## config.mk

```make
export PLATFORM = sky130hd
export DESIGN_NAME = spi_queue
export DESIGN_NICKNAME = d
export VERILOG_FILES = /design/src/rtl/spi_pkg.sv /design/src/rtl/spi_queue.sv
export SDC_FILE = /design/constraint.sdc
export NUM_CORES = 1
export LEC_CHECK = 0
export BUFFER_PORTS_ARGS = -buffer_cell sky130_fd_sc_hd__buf_2
export CORE_MARGIN = 1.5
export CORE_UTILIZATION = 45
export DETAILED_ROUTE_END_ITERATION = 8
export PLACE_DENSITY_LB_ADDON = 0.08
export SLEW_MARGIN = 20
export SYNTH_ARGS = -nofsm -noshare
export SYNTH_HDL_FRONTEND = slang
export SYNTH_SLANG_ARGS = --single-unit
```

## constraint.sdc

```tcl
create_clock -name clk -period 7.4 [get_ports clk]
set_input_delay 1.11 -clock clk [delete_from_list [all_inputs] [get_ports clk]]
set_output_delay 1.11 -clock clk [all_outputs]
set_load 0.02 [all_outputs]
```

## src/rtl/spi_pkg.sv

```systemverilog
// Shared widths, types and helper functions of the segment pair intersection block.
`default_nettype none
package spi_pkg;

	localparam int CW = 32;       // coordinate width
	localparam int DW = CW + 1;   // difference of two coordinates
	localparam int PW = 2 * DW;   // product of two differences
	localparam int XW = PW + 1;   // cross product, signed
	localparam int MW = PW;       // magnitude of a cross product
	localparam int QW = DW;       // quotient bits
	localparam int NW = MW + QW;  // dividend width
	localparam int SW = CW + 3;   // point sum before saturation
	localparam int QDEPTH = 4;
	localparam int QAW = $clog2(QDEPTH);

	// One classified segment pair, as it waits between the two halves.
	typedef struct packed {
		logic                 hit;
		logic                 par;
		logic signed [CW-1:0] a1r;
		logic signed [CW-1:0] a1z;
		logic [DW-1:0]        mdr;
		logic [DW-1:0]        mdz;
		logic                 negr;
		logic                 negz;
		logic [MW-1:0]        mtn;
		logic [MW-1:0]        mden;
	} item_t;

	// What travels beside the division unchanged.
	typedef struct packed {
		logic                 hit;
		logic                 par;
		logic signed [CW-1:0] a1r;
		logic signed [CW-1:0] a1z;
		logic                 negr;
		logic                 negz;
	} side_t;

	// True when x/den lies in [0,1], both ends included.
	function automatic logic in_unit(input logic signed [XW-1:0] x,
		input logic signed [XW-1:0] den);
		logic res;
		if (den < 0) begin
			res = (den <= x) && (x <= 0);
		end else begin
			res = (x >= 0) && (x <= den);
		end
		return res;
	endfunction

	function automatic logic [MW-1:0] mag_x(input logic signed [XW-1:0] x);
		logic signed [XW-1:0] m;
		m = (x < 0) ? -x : x;
		return m[MW-1:0];
	endfunction

endpackage
`default_nettype wire

```

## src/rtl/spi_queue.sv

```systemverilog
// Short queue of classified words between the front and back halves.
`default_nettype none
module spi_queue (
	input  wire logic           clk,
	input  wire logic           arst_n,
	input  wire logic           push,
	input  wire spi_pkg::item_t push_item,
	input  wire logic           pop,
	output spi_pkg::item_t      head,
	output logic                not_empty,
	output logic                full
);
	spi_pkg::item_t mem_q [0:spi_pkg::QDEPTH-1];
	logic [spi_pkg::QAW-1:0] wr_q, rd_q;
	logic [spi_pkg::QAW:0]   cnt_q;

	always_ff @(posedge clk) begin
		if (push) begin
			mem_q[wr_q] <= push_item;
		end
	end

	always_ff @(posedge clk or negedge arst_n) begin
		if (!arst_n) begin
			wr_q  <= '0;
			rd_q  <= '0;
			cnt_q <= '0;
		end else begin
			if (push) begin
				wr_q <= wr_q + 1'b1;
			end
			if (pop) begin
				rd_q <= rd_q + 1'b1;
			end
			if (push && !pop) begin
				cnt_q <= cnt_q + 1'b1;
			end else if (pop && !push) begin
				cnt_q <= cnt_q - 1'b1;
			end
		end
	end

	assign head      = mem_q[rd_q];
	assign not_empty = (cnt_q != '0);
	assign full      = (cnt_q == (spi_pkg::QAW + 1)'(spi_pkg::QDEPTH));

endmodule
`default_nettype wire

```

==> impl_metrics.yaml, run 1 <==
status:
  status: "complete, no violations"
timing:
  fin_setup_tns_ns: 0
  clock.fmax_mhz: 223.4
  tightestPinTransition_ns: 1.084
  clock_skew_ns: 0.01986
  setup_viol: 0
  min_period_ns: 4.475
  rsz0062_at_grt: "no"
  hold_violations: 0
  maxSlewViolCount: 0
  worst_slack_ns: 2.925
  timing.slew.headroom_pct: 27.71
  fin_crit_sh_pct: 60.48
cts:
  clock_sinks: 1071
  cts_root_buf: "clkbuf_16"
  cts_tree: "built"
  cts_hold_buffers: 0
  cts_resized: 0
  clock_latency_ns: 0.67
  post_cts_buffers: 0
  cts_made_buffers: 109
  cts_htree_levels: 3
  clk_path_buf_depth: 3
  path_clk_slew_ns: 0.06
critical_path:
  startpoint_type: "register"
  worst-setup-path-type: "register to output pin"
  cp-end-kind: "output pin"
  rr_endpoint: "mem_q[2][82]"
  r2r_cells: 4
  regToRegStartpoint: "wr_q[0]"
  worstPathArrival_ns: 3.37
  critPathMaxFanout: 109
  required_ns: 6.29
  r2r_setup_slack_ns: 4.89
yosys:
  synthesis.nets: 1700
  ys_types: 21
  synth-simple-area-share_pct: 0.1278
  synth_fa_ha_area_share_pct: 0.2109
  synth.mux.area_fraction_pct: 16.20
  avgSynthCellArea_um2: 27.49
  syn_inst: 1424
  ys_seq_area_share_pct: 82.06
  yosysWarningCount: 0
  synth_top_family_by_area: "multiplexers"
  synth_seq_cells: 1071
  synth-compound-area-share_pct: 0.01278
  syn_area_um2: 39150
  synth-xor-area-share_pct: 0.1342
die:
  start_util_pct: 45.69
  core_um2: 85680
  die_y_um: 298.0
  rows: 107
  die_x_um: 298.0
  dieArea_um2: 88780
  io_pins: 538
finish:
  finalNonFillerCells: 3272
  syn_to_final_growth_pct: 18.54
  seq_area_um2: 32130
  drive_gt1_share_pct: 41.45
  final_nets: 2305
  multiInputGateArea_um2: 6544
  fin_area_um2: 46410
  fillers: 6649
placement:
  io_buffers: 537
  dp_slack_ns: 3.482
  routabilityCongestion: 0.7326
  dp_hpwl_um: 48400
  place_inst: 3062
  dpl-instance-area_um2: 43040
power_and_ir_drop:
  leakagePower_nw: 15.90
  power.total_mw: 19.26
  power_density_nw_per_um2: 415.1
  ir_worst_vdd_mv: 0.3323
drt:
  drt-total-wl_um: 81410
  firstDrtPassIters: 4
  wl_per_cell_um: 24.88
  ant_nets: 0
  drc: 0
  via_per_inst: 5.287
  dr_total_vias: 17298
  drt_first_iter_violations: 1066
grt:
  antenna_found_initial: 36
  grt_max_degree: 139
  track_usage_pct: 18.27
  grt.overflow.total: 0
  grt_pass1_wl_um: 119100
  grt_pass1_vias: 18083
run:
  maxCapViolations: 0
worst_hold_path:
  hold_class: "primary input to async pin"
[routing by layer]
metal  GRT usage (%)  part of all wire, %  wire length (µm)  up-vias
met2           30.37                   51             41250      495
met5               0                 0.29               233        -
met3           7.205                  8.3              6784      168
met1           22.18                   38             31290     9049
met4           5.149                  2.3              1851       40
li1                -                    -                 -     7546
[worst max path at each step]
stage	slack, ns	cells past startpoint	to	from
final	2.92	3	head[73]	rd_q[0]
after global routing	2.66	3	head[73]	rd_q[0]
after CTS	2.75	3	head[73]	rd_q[0]
after detailed placement	3.48	3	head[73]	rd_q[0]
after global placement	3.46	3	head[73]	rd_q[0]
after floorplan	2.57	1	mem_q[3][0]	push
[synthesized netlist by cell type (all sizes together)]
master / count / area (µm²)
and2: 4 / 25.02
ha: 5 / 62.56
clkbuf: 5 / 18.77
fa: 1 / 20.02
nor2: 1 / 3.750
xnor2: 2 / 17.52
buf: 55 / 456.7
mux4: 266 / 6332
nor3b: 1 / 7.510
xor2: 4 / 35.03
mux2: 1 / 11.26
edfxtp: 1064 / 31950
inv: 4 / 15.01
dfrtp: 7 / 175.2
nand2: 2 / 7.510
o21ai: 1 / 5.000
or3: 1 / 6.260
[power by group]
group	total (mW)	switching, mW	internal (mW)
registers	8.28	0.346	7.93
logic	5.88	3.64	2.24
clock network	5.10	2.15	2.96
[cell families (layout without fill, tap and decap cells)]
family | Yosys count | count (layout)
flops | 1071 | 1071
mux | 267 | 267
buf+inv | 64 | 756
simple gates | 9 | 9
fa+ha+maj | 6 | 6
xor+xnor | 6 | 6
compound gates | 1 | 1
other cells | 0 | 12
[state kept, by name, summed over array words and instances, names as in the netlist]
signal and flops:
mem_q 1064, wr_q 2, rd_q 2, cnt_q 3
[placed cells by master (no fill, tap or decap)]
| cell type | count |
|---|---|
| mux4_1 | 91 |
| nor3b_1 | 1 |
| bufinv_16 | 5 |
| clkinvlp_4 | 1 |
| and2_4 | 4 |
| dfrtp_4 | 2 |
| inv_1 | 4 |
| dfrtp_1 | 5 |
| buf_2 | 537 |
| fa_1 | 1 |
| clkinv_1 | 21 |
| buf_12 | 8 |
| inv_6 | 2 |
| or3_1 | 1 |
| diode_2 | 12 |
| clkinv_2 | 18 |
| clkbuf_1 | 36 |
| o21ai_0 | 1 |
| buf_4 | 9 |
| ha_1 | 5 |
| mux4_2 | 175 |
| nor2_1 | 1 |
| edfxtp_1 | 1064 |
| xor2_1 | 4 |
| mux2_2 | 1 |
| nand2_1 | 2 |
| clkbuf_16 | 113 |
| clkinv_8 | 2 |
| xnor2_1 | 2 |
[cell type report]
cell class                      instances  share of cell area (%)
Sequential cell                      1071                   69.24
Multi-Input combinational cell        289                   14.10
Clock buffer                          149                   6.384
Timing Repair Buffer                  554                   6.282
Tap cell                             1144                   3.084
Clock inverter                         49                  0.8115
Antenna cell                           12                 0.06471
Inverter                                4                 0.03235
[critical path, stage by stage (launching register included)]
cell	delay (ns)
dfrtp_4	0.97
buf_12	0.66
mux4_1	0.71
buf_2	0.19
[stage by stage]
step | hold WS, ns | util (%)
finish | 0.2854 | 54.16
global route | 0.2347 | 54.14
CTS | 0.2280 | 54.13
detailed placement | 0.4750 | 50.23
global placement | 0.4646 | 50.23
floorplan | 0.4491 | -
Power figures use the tool's default switching activity.
==> inputs of run 2 (changes only) <==
- ABC_AREA: unset -> 1
- clock period: 7.4 -> 4.1 ns (I/O delays scaled with it)
==> impl_metrics.yaml, run 2 <==
timing:
  hold_violations: 0
  fin_crit_sh_pct: 85.91
  setup_viol: 0
  maxSlewViolCount: 0
  timing.slew.headroom_pct: 21.93
  clock_skew_ns: 0.01949
  tightestPinTransition_ns: 1.171
  clock.fmax_mhz: 283.9
  hold_slack_ns: 0.1319
  min_period_ns: 3.522
  rsz0062_at_grt: "no"
  worst_slack_ns: 0.5776
finish:
  largest_reg_flops: 1064
  fillers: 7838
  syn_to_final_growth_pct: 17.20
  final_cell_mix: "edfxtp_1, nand2_1, inv_1"
  finalNonFillerCells: 5037
  drive_gt1_share_pct: 20.12
  final_nets: 3942
  final_util_pct: 53.36
  largest_registers: "mem_q: 1064 flops, cnt_q: 3 flops"
  top_register: "mem_q"
  final_common_cell: "edfxtp_1"
grt:
  antenna_found_initial: 43
  grt_max_degree: 180
  track_usage_pct: 20.04
  grt.overflow.total: 0
  grt_pass1_wl_um: 147500
  grt_pass1_vias: 24501
cts:
  cts_root_buf: "clkbuf_16"
  clock_latency_ns: 0.69
  post_cts_buffers: 0
  clk_path_buf_depth: 3
  path_clk_slew_ns: 0.06
  cts_htree_levels: 3
  clock_sinks: 1071
  cts_made_buffers: 113
  cts_tree: "built"
  cts_resized: 0
die:
  io_pins: 538
  start_util_pct: 45.53
  die_x_um: 310.8
  die_y_um: 310.8
  core_um2: 93610
  dieArea_um2: 96570
  rows: 112
critical_path:
  critPathMaxFanout: 179
  crit_path_top_delay_cell: "buf_12"
  cp_cell_sequence: "buf_12 > o211ai_1 > nand2_1 > buf_2"
  worstPathArrival_ns: 2.91
  max_stage_delay_ns: 0.69
  worst-setup-path-type: "register to output pin"
  r2r_cells: 5
  startpoint_type: "register"
  required_ns: 3.48
  cp-end-kind: "output pin"
placement:
  routabilityCongestion: 0.7672
  dp_hpwl_um: 57830
  dp_slack_ns: 1.267
  place_inst: 4804
  io_buffers: 537
yosys:
  synth_edf_count: 1064
  ys_types: 21
  synth_seq_cells: 1071
  synthesis.nets: 3429
  yosysTopAreaCellShare_pct: 74.96
  yosys-top-cells-area: "edfxtp_1, o211ai_1, nand2_1"
  yosysWarningCount: 0
  ys.flop_type: "edfxtp_1"
  ys_async_sr_fraction_pct: 0.6536
  ys_seq_area_share_pct: 75.37
  synth_most_common_cell: "edfxtp_1"
  syn_inst: 3153
  avgSynthCellArea_um2: 13.52
  syn_area_um2: 42620
  synth_top_area_cell: "edfxtp_1"
  yosys-top-cells-count: "edfxtp_1, nand2_1, inv_1"
power_and_ir_drop:
  clock_power_share_pct: 25.3
  power.total_mw: 38.67
  internal_power_mw: 23.96
  power_frac_seq_pct: 38.6
  ir_worst_vdd_mv: 0.7522
  p_comb_share_pct: 36.1
  switching_share_pct: 38.04
  power_density_nw_per_um2: 774.1
  power_switching_mw: 14.71
  leakagePower_nw: 19.80
drt:
  drt-total-wl_um: 97930
  dr_wl_met3_um: 7012
  top_layer: "met5"
  via_per_inst: 4.991
  ant_nets: 0
  wirelength_met1_um: 39310
  wl_met2_um: 49180
  wl_per_cell_um: 19.44
  dr_total_vias: 25141
  firstDrtPassIters: 6
  drt_first_iter_violations: 1740
  drc: 0
status:
  status: "complete, no violations"
run:
  maxCapViolations: 0
worst_hold_path:
  hold_class: "primary input to register"
  hold_depth: 1
## run 2: changes by cell type after synthesis, moves of 32 or more
cell      previous run  this run
buf_2               26        99
buf_6               23        55
inv_1                4       543
mux4_1              91         0
mux4_2             175         0
nand2_1              2       812
o211ai_1             0       522
## run 2: cells by family after synthesis
kind of cell	count (synthesis)	synth area share (%)
xor gates and xnor gates	4	0.08221
AOI/OAI and AO/OA	533	9.499
and+or+nand+nor	816	7.198
adders and majority gates	6	0.1937
DFF	1071	75.37
buffers and inverters	723	7.653
## run 2: final timing paths
path                               start            to  slack (ns)
max                              rd_q[1]     head[111]        0.58
min                        push_item[18]  mem_q[0][18]        0.13
max reg2reg                      wr_q[0]  mem_q[2][67]        1.54
min reg2reg                     cnt_q[2]      cnt_q[2]        0.49
max in group asynchronous         arst_n       rd_q[0]        3.55
min in group asynchronous         arst_n      cnt_q[2]        0.36
## run 2: cell type report
class,instances,area (µm²),area share (%)
antenna,20,50.05,0.1002
multi-input combinational,1359,7264,14.54
inverter,544,2064,4.133
tap,1254,1569,3.141
sequential,1071,32130,64.33
clock inverter,75,631.9,1.265
clock buffer,137,2960,5.926
timing repair buffer,577,3278,6.563
## run 2: timing repair
action,in CTS,in global routing
endpoints found under the setup margin,0,0
endpoints found under the hold margin,7,0
hold buffers,1,0
## run 2: critical path: cells and delay by family, from the launching register on
family | cells | cell delay, ns
buf+inv | 2 | 0.87
flops | 1 | 0.68
compound gates | 1 | 0.19
simple gates | 1 | 0.17
## run 2: routing by layer
| metal | GRT usage (%) | up-vias |
|---|---|---|
| li1 | - | 12082 |
| met1 | 24.57 | 12235 |
| met2 | 34.09 | 622 |
| met4 | 6.508 | 36 |
| met3 | 5.792 | 166 |
| met5 | 0 | - |
## run 2: power by group through the flow
stage / Sequential [mW] / Combinational, mW / Clock (mW)
floorplan: 15.2 / 9.70 / 0
global placement: 15.1 / 14.1 / 0
detailed placement: 15.1 / 14.3 / 0
CTS: 14.9 / 14.3 / 10.0
global route: 15.1 / 15.3 / 10.5
finish: 14.9 / 14.0 / 9.80
## run 2: through the flow
stage,setup TNS [ns],instance area (µm²)
after floorplan,-1153.61,42690
after global placement,0,46300
after detailed placement,0,46300
after CTS,0,49900
after global routing,0,49940
final,0,49950
==> inputs of run 3 (changes only) <==
==> constraint.sdc (replaced) <==
create_clock -name clk -period 4.1 [get_ports clk]
set_input_delay 0.205 -clock clk [delete_from_list [all_inputs] [get_ports clk]]
set_output_delay 0.205 -clock clk [all_outputs]
set_load 0.02 [all_outputs]
==> impl_metrics.yaml, run 3 (synthesis results as in run 2) <==
power_and_ir_drop:
  ir_worst_vdd_mv: 0.5466
  power_frac_seq_pct: 38.5
  power_switching_mw: 14.87
  switching_share_pct: 38.32
  p_comb_share_pct: 36.8
  power.total_mw: 38.79
  clock_power_share_pct: 24.8
  internal_power_mw: 23.93
  power_density_nw_per_um2: 738.3
  leakagePower_nw: 20.88
finish:
  final_nets: 4216
  largest_registers: "mem_q: 1064 flops, cnt_q: 3 flops"
  final_util_pct: 56.14
  drive_gt1_share_pct: 18.82
  fillers: 7743
  final_cell_mix: "edfxtp_1, nand2_1, inv_1"
  largest_reg_flops: 1064
  fin_area_um2: 52550
  syn_to_final_growth_pct: 23.29
  final_common_cell: "edfxtp_1"
  top_register: "mem_q"
  seq_area_um2: 32130
  multiInputGateArea_um2: 7254
cts:
  cts_hold_buffers: 270
  cts_tree: "built"
  path_clk_slew_ns: 0.06
  clk_path_buf_depth: 3
  cts_made_buffers: 113
  cts_root_buf: "clkbuf_16"
  clock_latency_ns: 0.70
  cts_resized: 0
  post_cts_buffers: 0
  cts_htree_levels: 3
  clock_sinks: 1071
die:
  die_y_um: 310.8
  io_pins: 538
  rows: 112
  dieArea_um2: 96570
  die_x_um: 310.8
  start_util_pct: 45.53
  core_um2: 93610
grt:
  grt_pass1_vias: 26148
  grt_max_degree: 187
  track_usage_pct: 20.82
  antenna_found_initial: 10
  grt_pass1_wl_um: 154300
  grt.overflow.total: 0
timing:
  fin_crit_sh_pct: 85.37
  clock.fmax_mhz: 285.7
  hold_violations: 0
  clock_skew_ns: 0.02567
  setup_viol: 0
  fin_setup_tns_ns: 0
  timing.slew.headroom_pct: 38.90
  tightestPinTransition_ns: 0.9165
  rsz0062_at_grt: "no"
  min_period_ns: 3.500
  maxSlewViolCount: 0
  worst_slack_ns: 0.5997
critical_path:
  crit_end: "head[263]"
  rr_endpoint: "mem_q[0][143]"
  worst-setup-path-type: "register to output pin"
  r2r_cells: 5
  r2r_setup_slack_ns: 1.78
  cp-end-kind: "output pin"
  startpoint_type: "register"
  regToRegStartpoint: "wr_q[0]"
  worstPathArrival_ns: 3.30
  startpoint: "rd_q[1]"
  required_ns: 3.89
  critPathMaxFanout: 82
drt:
  firstDrtPassIters: 6
  drt_first_iter_violations: 1855
  drc: 0
  drt-total-wl_um: 101600
  via_per_inst: 5.003
  wl_per_cell_um: 19.20
  dr_total_vias: 26469
  ant_nets: 0
placement:
  routabilityCongestion: 0.8316
  dp_slack_ns: 1.271
  dpl-instance-area_um2: 46340
  dp_hpwl_um: 61330
  io_buffers: 537
run:
  maxCapViolations: 0
status:
  status: "complete, no violations"
worst_hold_path:
  hold_class: "primary input to register"
[run 3: cell types whose count changed in the layout (fill, tap and decap cells not counted), sizes merged]
cell	previous run	this run
clkinvlp	9	5
diode	20	3
dlygate4sd3	1	270
clkinv	60	63
bufinv	9	7
buf	576	581
[run 3: stage by stage]
| stage | instances | hold slack, ns |
|---|---|---|
| final | 5291 | 0.2545 |
| after global routing | 5291 | 0.2301 |
| after CTS | 5288 | 0.2037 |
| after detailed placement | 4809 | 0.06743 |
| after global placement | 4809 | 0.06586 |
| after floorplan | 3153 | -0.09059 |
[run 3: worst max-delay path, cell delays in order, from the launching register on]
cell,delay [ns]
dfrtp_4,0.73
inv_8,0.60
buf_4,0.63
o211ai_1,0.19
nand2_1,0.20
buf_2,0.20
[run 3: power by group through the flow]
stage          Combinational, mW  Sequential [mW]  Clock [mW]
3_5_place_dp                14.3             15.2           0
2_1_floorplan               9.68             15.2           0
3_3_place_gp                14.2             15.1           0
6_report                    14.3             14.9        9.61
5_1_grt                     15.6             15.1        10.2
4_1_cts                     14.5             14.9        9.83
[run 3: area by class of cell]
| type | count | area share, % |
|---|---|---|
| well taps | 1254 | 2.986 |
| diodes | 3 | 0.01429 |
| clock inverters | 72 | 1.064 |
| inverters | 544 | 3.929 |
| repair buffers | 851 | 11.46 |
| clock buffers | 137 | 5.593 |
| flip-flops and latches | 1071 | 61.15 |
| multi-input cells | 1359 | 13.81 |
[run 3: per-layer routing]
| layer | GRT usage [%] | vias to the layer above | share of wire (%) |
|---|---|---|---|
| met5 | 0 | - | 0.081 |
| met4 | 6.807 | 12 | 3.2 |
| met3 | 4.286 | 192 | 5.9 |
| met2 | 34.40 | 770 | 49 |
| met1 | 27.59 | 12884 | 42 |
| li1 | - | 12611 | - |
[run 3: how the worst min path moves through the flow]
| stage | startpoint | endpoint | slack, ns | cells past startpoint |
|---|---|---|---|---|
| final | push_item[16] | mem_q[3][16] | 0.25 | 2 |
| after global routing | push_item[98] | mem_q[3][98] | 0.23 | 2 |
| after CTS | push_item[16] | mem_q[3][16] | 0.20 | 2 |
| after detailed placement | arst_n | wr_q[0] | 0.07 | 1 |
| after global placement | arst_n | wr_q[1] | 0.07 | 1 |
| after floorplan | arst_n | cnt_q[0] | -0.09 | 0 |
